<file path="src/sv/bcds_pkg.sv">
// ----------------------------------------------------------------------------
// bcds_pkg
// Shared widths, types and the double-dabble step function for the binary to
// BCD digit serialiser.
// ----------------------------------------------------------------------------
package bcds_pkg;

   localparam int VALUE_W    = 32;
   localparam int MAX_DIGITS = 10;
   localparam int DIGIT_W    = 4;
   localparam int BCD_W      = DIGIT_W * MAX_DIGITS;
   localparam int CNT_W      = 4;
   localparam int DAB_STEPS  = 8;
   localparam int STAGES     = VALUE_W / DAB_STEPS;
   localparam int CSR_DATA_W = 32;
   localparam int CSR_ADDR_W = 3;

   localparam logic [0:0] REG_DIGIT_COUNT = 1'b0;

   typedef struct packed {
      logic [VALUE_W-1:0] bin;
      logic [BCD_W-1:0]   bcd;
      logic [CNT_W-1:0]   cnt;
   } stage_type;

   typedef struct packed {
      logic [BCD_W-1:0] bcd;
      logic [CNT_W-1:0] cnt;
   } conv_type;

   // One group of double-dabble iterations: every digit of five or more is
   // corrected by three, then the BCD and binary words shift left together.
   function automatic stage_type dabble(stage_type s);
      stage_type r;
      r = s;
      for (int i = 0; i < DAB_STEPS; i++) begin
         for (int d = 0; d < MAX_DIGITS; d++) begin
            if (r.bcd[d*DIGIT_W +: DIGIT_W] >= DIGIT_W'(5)) begin
               r.bcd[d*DIGIT_W +: DIGIT_W] = r.bcd[d*DIGIT_W +: DIGIT_W] + DIGIT_W'(3);
            end
         end
         r.bcd = {r.bcd[BCD_W-2:0], r.bin[VALUE_W-1]};
         r.bin = {r.bin[VALUE_W-2:0], 1'b0};
      end
      return r;
   endfunction

endpackage

</file>
<file path="src/sv/bcds_req_if.sv">
// ----------------------------------------------------------------------------
// bcds_req_if
// Input channel: one binary value per transfer.
// ----------------------------------------------------------------------------
interface bcds_req_if;
   logic                          valid;
   logic                          ready;
   logic [bcds_pkg::VALUE_W-1:0]  value;

   modport source (output valid, output value, input ready);
   modport sink   (input valid, input value, output ready);
endinterface

</file>
<file path="src/sv/bcds_rsp_if.sv">
// ----------------------------------------------------------------------------
// bcds_rsp_if
// Result channel: one BCD digit with its select index per transfer.
// ----------------------------------------------------------------------------
interface bcds_rsp_if;
   logic                          valid;
   logic                          ready;
   logic [bcds_pkg::DIGIT_W-1:0]  bcd_digit;
   logic [bcds_pkg::CNT_W-1:0]    position;
   logic                          last;

   modport source (output valid, output bcd_digit, output position, output last,
                   input ready);
   modport sink   (input valid, input bcd_digit, input position, input last,
                   output ready);
endinterface

</file>
<file path="src/sv/bcds_convert.sv">
// ----------------------------------------------------------------------------
// bcds_convert
// Pipelined double-dabble converter: each stage performs a fixed group of
// shift-and-correct iterations, with a valid bit and local stall per stage.
// ----------------------------------------------------------------------------
module bcds_convert (
   input  logic                         clock,
   input  logic                         reset,
   input  logic                         in_valid,
   output logic                         in_ready,
   input  logic [bcds_pkg::VALUE_W-1:0] in_value,
   input  logic [bcds_pkg::CNT_W-1:0]   in_cnt,
   output logic                         out_valid,
   input  logic                         out_ready,
   output bcds_pkg::conv_type           out_data
);

   bcds_pkg::stage_type             stage_ff [bcds_pkg::STAGES];
   bcds_pkg::stage_type             stage_in [bcds_pkg::STAGES];
   logic [bcds_pkg::STAGES-1:0]     valid_ff;
   logic [bcds_pkg::STAGES-1:0]     valid_in;
   logic [bcds_pkg::STAGES-1:0]     adv;
   bcds_pkg::stage_type             entry;

   // A stage may take new data when it is empty or its contents move on.
   always_comb begin
      for (int k = bcds_pkg::STAGES - 1; k >= 0; k--) begin
         if (k == bcds_pkg::STAGES - 1) begin
            adv[k] = !valid_ff[k] || out_ready;
         end else begin
            adv[k] = !valid_ff[k] || adv[k+1];
         end
      end
   end

   always_comb begin
      entry.bin = in_value;
      entry.bcd = '0;
      entry.cnt = in_cnt;
      for (int k = 0; k < bcds_pkg::STAGES; k++) begin
         if (k == 0) begin
            stage_in[k] = bcds_pkg::dabble(entry);
            valid_in[k] = adv[k] ? in_valid : valid_ff[k];
         end else begin
            stage_in[k] = bcds_pkg::dabble(stage_ff[k-1]);
            valid_in[k] = adv[k] ? valid_ff[k-1] : valid_ff[k];
         end
      end
   end

   always_ff @(posedge clock) begin
      if (reset) begin
         valid_ff <= '0;
      end else begin
         valid_ff <= valid_in;
      end
      for (int k = 0; k < bcds_pkg::STAGES; k++) begin
         if (adv[k]) begin
            stage_ff[k] <= stage_in[k];
         end
      end
   end

   assign in_ready     = adv[0];
   assign out_valid    = valid_ff[bcds_pkg::STAGES-1];
   assign out_data.bcd = stage_ff[bcds_pkg::STAGES-1].bcd;
   assign out_data.cnt = stage_ff[bcds_pkg::STAGES-1].cnt;

endmodule

</file>
<file path="src/sv/bcds_serial.sv">
// ----------------------------------------------------------------------------
// bcds_serial
// Digit serialiser: holds one converted value and presents its digits, most
// significant first, one per result transfer from registered outputs.
// ----------------------------------------------------------------------------
module bcds_serial (
   input  logic                clock,
   input  logic                reset,
   input  logic                in_valid,
   output logic                in_ready,
   input  bcds_pkg::conv_type  in_data,
   bcds_rsp_if.source          rsp
);

   logic [bcds_pkg::BCD_W-1:0] dig_ff, dig_in;
   logic [bcds_pkg::CNT_W-1:0] pos_ff, pos_in;
   logic [bcds_pkg::CNT_W-1:0] cnt_ff, cnt_in;
   logic                       busy_ff, busy_in;
   logic                       last_ff, last_in;
   logic                       load;
   logic [5:0]                 shamt;
   logic [bcds_pkg::CNT_W-1:0] gap;

   always_comb begin
      in_ready = !busy_ff || (rsp.ready && last_ff);
      load     = in_valid && in_ready;
      gap      = bcds_pkg::CNT_W'(bcds_pkg::MAX_DIGITS) - in_data.cnt;
      shamt    = {gap, 2'b00};
      dig_in   = dig_ff;
      pos_in   = pos_ff;
      cnt_in   = cnt_ff;
      busy_in  = busy_ff;
      last_in  = last_ff;
      if (load) begin
         // Left-align the kept digits so the most significant sits on top.
         dig_in  = in_data.bcd << shamt;
         pos_in  = '0;
         cnt_in  = in_data.cnt;
         busy_in = (in_data.cnt != '0);
         last_in = (in_data.cnt == bcds_pkg::CNT_W'(1));
      end else if (busy_ff && rsp.ready) begin
         dig_in  = {dig_ff[bcds_pkg::BCD_W-bcds_pkg::DIGIT_W-1:0],
                    {bcds_pkg::DIGIT_W{1'b0}}};
         pos_in  = pos_ff + bcds_pkg::CNT_W'(1);
         busy_in = !last_ff;
         last_in = (pos_ff + bcds_pkg::CNT_W'(2) == cnt_ff);
      end
   end

   always_ff @(posedge clock) begin
      if (reset) begin
         busy_ff <= 1'b0;
      end else begin
         busy_ff <= busy_in;
      end
      dig_ff  <= dig_in;
      pos_ff  <= pos_in;
      cnt_ff  <= cnt_in;
      last_ff <= last_in;
   end

   assign rsp.valid     = busy_ff;
   assign rsp.bcd_digit = dig_ff[bcds_pkg::BCD_W-1 -: bcds_pkg::DIGIT_W];
   assign rsp.position  = pos_ff;
   assign rsp.last      = last_ff;

endmodule

</file>
<file path="src/sv/binary_to_bcd_digit_serializer_core.sv">
// A transferred value passes through four conversion stages and then the digit
// output register before its first digit shows.
// Throughput: one digit per cycle on the result channel while the result side is ready;
// the digit register takes the next value when the last digit of the one it holds is
// taken, and a value with a digit count of zero sends no digits.
// Reset: digit_count returns to 3 and the pipeline and digit register empty.
// ----------------------------------------------------------------------------
// binary_to_bcd_digit_serializer_core
// Converts 32-bit binary values to BCD and sends the low digit_count digits,
// most significant first, each with its digit-select index and a last flag.
// ----------------------------------------------------------------------------
module binary_to_bcd_digit_serializer_core (
   input  logic                            clock,
   input  logic                            reset,
   bcds_req_if.sink                        req_chan,
   bcds_rsp_if.source                      rsp_chan,
   input  logic                            csr_psel,
   input  logic                            csr_penable,
   input  logic                            csr_pwrite,
   input  logic [bcds_pkg::CSR_ADDR_W-1:0] csr_paddr,
   input  logic [bcds_pkg::CSR_DATA_W-1:0] csr_pwdata,
   output logic [bcds_pkg::CSR_DATA_W-1:0] csr_prdata,
   output logic                            csr_pready
);

   logic [bcds_pkg::CNT_W-1:0] digit_count_ff, digit_count_in;
   logic [bcds_pkg::CNT_W-1:0] eff_cnt;
   logic                       conv_valid;
   logic                       conv_ready;
   bcds_pkg::conv_type         conv_data;
   logic                       wr_en;

   assign csr_pready = 1'b1;
   assign wr_en      = csr_psel && csr_penable && csr_pwrite
                       && (csr_paddr[2] == bcds_pkg::REG_DIGIT_COUNT);

   always_comb begin
      digit_count_in = wr_en ? csr_pwdata[bcds_pkg::CNT_W-1:0] : digit_count_ff;
      csr_prdata     = '0;
      if (csr_paddr[2] == bcds_pkg::REG_DIGIT_COUNT) begin
         csr_prdata = bcds_pkg::CSR_DATA_W'(digit_count_ff);
      end
      // Counts above the digit capacity saturate.
      if (digit_count_ff > bcds_pkg::CNT_W'(bcds_pkg::MAX_DIGITS)) begin
         eff_cnt = bcds_pkg::CNT_W'(bcds_pkg::MAX_DIGITS);
      end else begin
         eff_cnt = digit_count_ff;
      end
   end

   always_ff @(posedge clock) begin
      if (reset) begin
         digit_count_ff <= bcds_pkg::CNT_W'(3);
      end else begin
         digit_count_ff <= digit_count_in;
      end
   end

   bcds_convert u_convert (
      .clock     (clock),
      .reset     (reset),
      .in_valid  (req_chan.valid),
      .in_ready  (req_chan.ready),
      .in_value  (req_chan.value),
      .in_cnt    (eff_cnt),
      .out_valid (conv_valid),
      .out_ready (conv_ready),
      .out_data  (conv_data)
   );

   bcds_serial u_serial (
      .clock    (clock),
      .reset    (reset),
      .in_valid (conv_valid),
      .in_ready (conv_ready),
      .in_data  (conv_data),
      .rsp      (rsp_chan)
   );

endmodule

</file>
<file path="src/flat_wrapper.sv">
// flat-port wrapper written by rule: the top's interface ports become plain ports
module binary_to_bcd_digit_serializer_core_flat 
  (clock, reset, csr_psel, csr_penable, csr_pwrite, csr_paddr, csr_pwdata, csr_prdata, csr_pready, req_chan_valid, req_chan_value, req_chan_ready, rsp_chan_valid, rsp_chan_bcd_digit, rsp_chan_position, rsp_chan_last, rsp_chan_ready);
  bcds_req_if req_chan_i ();
  bcds_rsp_if rsp_chan_i ();
  input  logic clock;
  input  logic reset;
  input  logic csr_psel;
  input  logic csr_penable;
  input  logic csr_pwrite;
  input  logic [bcds_pkg::CSR_ADDR_W-1:0] csr_paddr;
  input  logic [bcds_pkg::CSR_DATA_W-1:0] csr_pwdata;
  output logic [bcds_pkg::CSR_DATA_W-1:0] csr_prdata;
  output logic csr_pready;
  input wire logic [$bits(req_chan_i.valid)-1:0] req_chan_valid;
  input wire logic [$bits(req_chan_i.value)-1:0] req_chan_value;
  output wire logic [$bits(req_chan_i.ready)-1:0] req_chan_ready;
  output wire logic [$bits(rsp_chan_i.valid)-1:0] rsp_chan_valid;
  output wire logic [$bits(rsp_chan_i.bcd_digit)-1:0] rsp_chan_bcd_digit;
  output wire logic [$bits(rsp_chan_i.position)-1:0] rsp_chan_position;
  output wire logic [$bits(rsp_chan_i.last)-1:0] rsp_chan_last;
  input wire logic [$bits(rsp_chan_i.ready)-1:0] rsp_chan_ready;
  assign req_chan_i.valid = req_chan_valid;
  assign req_chan_i.value = req_chan_value;
  assign req_chan_ready = req_chan_i.ready;
  assign rsp_chan_valid = rsp_chan_i.valid;
  assign rsp_chan_bcd_digit = rsp_chan_i.bcd_digit;
  assign rsp_chan_position = rsp_chan_i.position;
  assign rsp_chan_last = rsp_chan_i.last;
  assign rsp_chan_i.ready = rsp_chan_ready;
  binary_to_bcd_digit_serializer_core u_core (.clock(clock), .reset(reset), .req_chan(req_chan_i), .rsp_chan(rsp_chan_i), .csr_psel(csr_psel), .csr_penable(csr_penable), .csr_pwrite(csr_pwrite), .csr_paddr(csr_paddr), .csr_pwdata(csr_pwdata), .csr_prdata(csr_prdata), .csr_pready(csr_pready));
endmodule
</file>
<file path="config.mk">
export PLATFORM = sky130hd
export DESIGN_NAME = binary_to_bcd_digit_serializer_core_flat
export DESIGN_NICKNAME = d
export VERILOG_FILES = /design/src/sv/bcds_pkg.sv /design/src/sv/bcds_req_if.sv /design/src/sv/bcds_rsp_if.sv /design/src/sv/bcds_convert.sv /design/src/sv/bcds_serial.sv /design/src/sv/binary_to_bcd_digit_serializer_core.sv /design/src/flat_wrapper.sv
export SDC_FILE = /design/constraint.sdc
export NUM_CORES = 1
export LEC_CHECK = 0
export BUFFER_PORTS_ARGS = -buffer_cell sky130_fd_sc_hd__buf_2
export CORE_ASPECT_RATIO = 2
export CORE_MARGIN = 5
export CORE_UTILIZATION = 45
export DETAILED_ROUTE_END_ITERATION = 10
export HOLD_SLACK_MARGIN = 0.08
export PLACE_DENSITY_LB_ADDON = 0.08
export SYNTH_ARGS = -nofsm -noshare
export SYNTH_HDL_FRONTEND = slang
export SYNTH_SLANG_ARGS = --single-unit
</file>
<file path="constraint.sdc">
create_clock -name clock -period 21.7 [get_ports clock]
set_clock_uncertainty 0.2 [all_clocks]
set_input_delay 2.17 -clock clock [delete_from_list [all_inputs] [get_ports clock]]
set_output_delay 2.17 -clock clock [all_outputs]
set_load 0.005 [all_outputs]
</file>
==> results.md, run 1 <==
- Actual slew at the worst max-slew pin: 1.08 ns
- Worst Path Max Fanout: 16
- H-tree depth: 1
- Fmax achieved: between 100 and 150 MHz
- Post-Synth XOR/XNOR Area: around 3.8%
- EDFF count, synth: roughly 210
- Final Slew Violations: 0
- Top cell type's share of synthesized area: 22.5%
- Wire length on met3: roughly 1500 um
- WS Path Type: flop to flop
- CTS tree: built
- Postcts setup bufs: 0
- Final hold vios: 0
- CTS buffer count: 25
- Die area: between 60000 and 70000 um2
- Critical path arrival: 8.42 ns
- Clock sink count: about 220
- Crit-path slowest cell: a2bb2oi_1
- R2R depth: 29
- Fillers: ~6000
- Root Buffer: clkbuf_16
- Main combinational cell family by area after synthesis: compound AO/OA/AOI/OAI gates
- Area of the core: between 60000 and 70000 um2
- First-pass GRT wire length: 116000 um
- Min-delay src: u_core.u_convert.stage_ff[1][56]
- Largest net degree at the start of global routing: 55
- Largest area contributor in the netlist: edfxtp_1
- Std cell rows: between 100 and 150
- Most area-consuming cells after synthesis: edfxtp_1 22%, ha_1 6.5%, a21oi_1 4.3%, o21ai_0 4.3%, nand2_1 4.3%
- Final nets: 3728
- FFs w/ async S/R, synth: 0%
- Sum Neg Setup Slack: 0 ns
- Clock Path Buffers: 3
- Residual DRC count: 0
- Multi-input logic area: ~20000 um2
- Starting Density: 45.5%
- First-pass DRT Iterations: 5
- Post-DP HPWL: ~56000 um
- Vias in the first global route: about 26000
- YS warnings: 0
- Reg2reg end: u_core.u_convert.stage_ff[3][26]
- Seq cells post-synth: around 220
- IO buf count: 58
- Seq. cell area: around 6600 um2
- RSZ-0062 raised after global routing: false
- Total track usage: about a fifth
- Max stage delay on crit path: approximately 0.88 ns
- Worst Hold End: u_core.u_convert.stage_ff[2][64]
- R2R Setup Slk: between 10 and 15 ns
- Initial antenna violation count: 0
- Post-synthesis compound-gate area fraction: roughly a third
- Start of the worst register-to-register path: u_core.u_convert.stage_ff[2][16]
- Cell count after synthesis: around 3500
- Top Layer Used: met4
- Crit end category: flop
- Final ANT Viol Nets: 0
- Worst setup SP type: flop
- Synth Area in Adders: 6.83%
- Share of layout cells above drive strength 1: 10.6%
- Fin crit period: slightly above 8 ns
- Initial DRC count: 1097
- Via Count: roughly 26000
- Syn avg cell area: approximately 8.0 um2
- Worst EP required: around 22 ns
- Die X: between 150 and 200 um
- I/O pin count: 118
- Register area share after synthesis: approximately a quarter
- Status: finished, final reports clean
- Simple-gate share of the synthesized area: around 20%
- Final setup viols: 0
- Worst-path clk slew: approximately 0.060 ns
- Hold Path Stages: 0
- MaxCap Viol Count: 0
- Per-cell routed wire length: about 16 um
- Clock latency on the worst-skew pair: ~0.6 ns
- N_diodes: 0
- Grt ovf: 0
- Post-Syn Area: 28200 um2
- Vias per inst: ~6
- Post-CTS Hold Fix Bufs: 0
- DR WL met2: 40700 um
- Most used cell, CP: ha_1
- Met1 Wirelength: 24400 um
- Layout Area Growth over Synthesis: 6.12%
- Placer Congestion: 0.923
- Ys flop type: edfxtp_1
- Multiplexer share of the synthesized area: 8.54%
- Post-Route WL: roughly 70000 um
- Period Utilization, post-route: between 30% and 40%
- Resized Gates After CTS: 0
- Post-synth cell types: 127
- Die H: 364 um
- Min-Delay Path Class: flop to flop
- Max-slew headroom: between 20 and 30%
## cells by family (layout without fill, tap and decap cells)
family | Yosys count | count (layout)
simple gates | 1173 | 1173
flops | 224 | 224
other cells | 2 | 29
buf+inv | 375 | 345
compound gates | 1272 | 1272
xor+xnor | 112 | 112
mux | 215 | 215
fa+ha+maj | 156 | 156
## cell usage in the layout, fill, tap and decap left out, types with 78 or more instances in the layout
cell type / n
a21oi_1: 245
edfxtp_1: 211
ha_1: 145
inv_1: 214
mux2_2: 78
mux2i_1: 117
nand2_1: 319
nand3_1: 96
nor2_1: 296
nor3_1: 80
o21ai_0: 241
## Yosys cell counts (19+ instances only)
cell / count
a22oi_1: 26
a31oi_1: 54
ha_1: 146
o21ai_1: 47
nor2_1: 296
mux2_2: 78
o21bai_1: 26
nor3_1: 80
o31ai_1: 24
nand3_1: 97
clkbuf_1: 92
nand2b_1: 60
xor2_1: 28
or2_2: 45
a211o_1: 32
o22ai_1: 36
edfxtp_1: 211
inv_1: 214
a21o_1: 42
buf_4: 34
a211oi_1: 76
o211ai_1: 64
a21boi_0: 25
and3_1: 33
o211a_1: 24
xnor2_1: 75
nor2b_1: 40
a21oi_1: 245
or3_1: 36
buf_2: 19
nand2_1: 320
o21ai_0: 242
and2_1: 53
mux2i_1: 117
o21a_1: 41
## worst max path at each step
stage	from	end	slack (ns)	cells past startpoint
2_1_floorplan	u_core.u_convert.stage_ff[2][4]	u_core.u_convert.stage_ff[3][20]	14.90	36
3_3_place_gp	u_core.u_convert.stage_ff[2][16]	u_core.u_convert.stage_ff[3][26]	13.72	29
3_5_place_dp	u_core.u_convert.stage_ff[2][16]	u_core.u_convert.stage_ff[3][26]	13.42	29
4_1_cts	u_core.u_convert.stage_ff[2][16]	u_core.u_convert.stage_ff[3][26]	13.39	29
5_1_grt	u_core.u_convert.stage_ff[2][16]	u_core.u_convert.stage_ff[3][26]	12.71	29
6_report	u_core.u_convert.stage_ff[2][16]	u_core.u_convert.stage_ff[3][26]	13.42	29
## through the flow
| step | setup WS, ns | std cells | instance area [um2] | utilization (%) | hold slack [ns] |
|---|---|---|---|---|---|
| after CTS | 13.39 | 4312 | 29900 | 48.3 | 0.219 |
| after floorplan | 14.90 | 3556 | 28300 | - | 0.200 |
| after global routing | 12.71 | 4312 | 29900 | 48.3 | 0.225 |
| after detailed placement | 13.42 | 4267 | 29000 | 46.8 | 0.205 |
| final | 13.42 | 4312 | 29900 | 48.3 | 0.217 |
| after global placement | 13.72 | 4267 | 29000 | 46.8 | 0.202 |
## registers in the layout, indices dropped and copies added (netlist names)
signal,flops
u_core.u_serial.dig_ff,40
u_core.u_convert.stage_ff,166
u_core.u_serial.rsp.last,1
u_core.u_serial.cnt_ff,4
u_core.u_serial.rsp.valid,1
u_core.digit_count_ff,4
u_core.u_convert.valid_ff,4
u_core.u_serial.rsp.position,4
## critical path, delay by kind of cell, from the launching register on
family          cells  cell delay [ns]
compound gates     11             3.71
xor+xnor            1             0.45
fa+ha+maj           5             1.25
buf+inv             4             0.29
flops               1             0.53
mux                 1             0.29
simple gates        7             1.32
## layout make-up
class                   count  share of cell area [%]
flip-flops and latches    224                    22.0
clock inverters            17                   0.815
multi-input cells        2957                    67.4
repair buffers             78                    1.47
clock buffers              28                    2.16
well taps                 786                    3.29
inverters                 222                    2.78
## routing by layer
| metal | track usage, % | up-vias |
|---|---|---|
| li1 | - | 13200 |
| met1 | 17.3 | 12400 |
| met2 | 42.2 | 432 |
| met3 | 1.29 | 152 |
| met4 | 8.97 | 0 |
| met5 | 0 | - |
Power of run 1 is left out: the tool's default activity adds up to more than one toggle a clock period on the data nets, which glitch-free logic cannot reach.
==> run 2, diff against run 1 <==
==> constraint.sdc (replaced) <==
create_clock -name clock -period 7 [get_ports clock]
set_clock_uncertainty 0.2 [all_clocks]
set_input_delay 0.7 -clock clock [delete_from_list [all_inputs] [get_ports clock]]
set_output_delay 0.7 -clock clock [all_outputs]
set_load 0.005 [all_outputs]
==> results.md, run 2 (synthesis results as in run 1) <==
- H-tree depth: 1
- Worst EP required: between 7 and 8 ns
- Largest regs: u_core.u_convert.stage_ff (166), u_core.u_serial.dig_ff (40)
- Initial antenna violation count: 0
- Final instance area: 33000 um2
- Period Utilization, post-route: about 97%
- Placement Cell Area: between 30000 and 40000 um2
- Final nets: ~4000
- Post-Route WL: approximately 73000 um
- Placer Congestion: 0.896
- Fmax achieved: between 100 and 150 MHz
- Die area: ~68000 um2
- Die X: approximately 190 um
- Share of layout cells above drive strength 1: a little over a fifth
- Most common cell after layout, fill and taps aside: nand2_1
- Final setup viols: 0
- Final ANT Viol Nets: 0
- Clock latency on the worst-skew pair: 0.59 ns
- First-pass DRT Iterations: 5
- Status: finished, final reports clean
- Critical path arrival: slightly below 7 ns
- I/O pin count: between 100 and 150
- WS Path Type: flop to flop
- CTS tree: built
- R2R Setup Slk: approximately 0.22 ns
- Worst Path Max Fanout: 5
- N_diodes: 0
- Biggest register: u_core.u_convert.stage_ff
- Grt ovf: 0
- Max reg flops: between 150 and 200
- Initial DRC count: around 1100
- Starting Density: between 40% and 50%
- Root Buffer: clkbuf_16
- CTS buffer count: 25
- Std cell rows: roughly 130
- Post-DP HPWL: ~57000 um
- Max stage delay on crit path: around 0.50 ns
- Actual slew at the worst max-slew pin: roughly 1.1 ns
- Fin crit period: 6.78 ns
- Final hold vios: 0
- Die H: 364 um
- Min-Delay Path Class: input port to flop
- Residual DRC count: 0
- First-pass GRT wire length: 119000 um
- Worst setup SP type: flop
- Final Slew Violations: 0
- Crit-path slowest cell: or4b_4
- Via Count: ~27000
- Largest net degree at the start of global routing: 55
- Most used cell, CP: inv_1
- Most frequent cells in the layout: 315 x nand2_1, 282 x nor2_1, 267 x buf_4, 229 x o21ai_0, 218 x a21oi_1
- Max-slew headroom: a little over a quarter
- Vias per inst: between 5 and 6
- Worst-path clk slew: approximately 0.060 ns
- Layout Area Growth over Synthesis: 17.0%
- Clock Path Buffers: 3
- Per-cell routed wire length: 15.9 um
- Crit end category: flop
- Vias in the first global route: about 27000
- MaxCap Viol Count: 0
- IO buf count: 58
- Clock sink count: 224
- Total track usage: about a fifth
- Area of the core: between 60000 and 70000 um2
==> run 2: worst paths after layout <==
check                                                 startpoint                          endpoint  depth (start not counted)
worst max-delay path            u_core.u_convert.stage_ff[2][20]  u_core.u_convert.stage_ff[3][31]                         28
worst min-delay path                               csr_pwdata[2]          u_core.digit_count_ff[2]                          3
worst max register to register  u_core.u_convert.stage_ff[2][20]  u_core.u_convert.stage_ff[3][31]                         28
worst min register to register   u_core.u_convert.stage_ff[2][1]   u_core.u_convert.stage_ff[3][1]                          0
==> run 2: layout make-up <==
class | instances | area [um2]
Multi-Input combinational cell | 2957 | 21100
Sequential cell | 224 | 6600
Tap cell | 786 | 983
Clock buffer | 30 | 664
Inverter | 222 | 833
Timing Repair Buffer | 353 | 2580
Fill cell | 5972 | 29000
Clock inverter | 15 | 216
==> run 2: repair_timing <==
action | 4_1_cts | 5_1_grt
buffers inserted | 4 | 74
pin swaps | 1 | 74
gates resized for setup | 7 | 228
setup endpoints to repair | 9 | 75
endpoints found under the hold margin | 25 | 0
hold buffers | 25 | 0
==> run 2: metal layers <==
metal,GRT usage (%),routed length [um],vias to the layer above
li1,-,-,13800
met3,1.36,1330,145
met2,44.1,43300,379
met4,8.77,3100,0
met5,0,0,-
met1,17.5,25000,12900
==> run 2: critical path, delay by kind of cell (launching register included) <==
family / cells / cell delay [ns]
simple gates: 10 / 2.40
compound gates: 8 / 1.80
fa+ha+maj: 5 / 1.08
flops: 1 / 0.44
mux: 1 / 0.34
buf+inv: 4 / 0.27
==> run 2: metrics by stage <==
stage                     hold WS (ns)  setup slack [ns]  cells  utilization (%)  TNS (ns)
after floorplan                  0.200             0.198   3556                -         0
after detailed placement         0.205            -0.131   4439             48.9    -0.332
final                            0.154             0.225   4587             53.2         0
after global placement           0.203             0.118   4439             48.9         0
after global routing             0.158            -0.111   4587             53.2    -0.885
after CTS                        0.113           0.00210   4513             50.9         0
Power of run 2 is left out for the same reason.
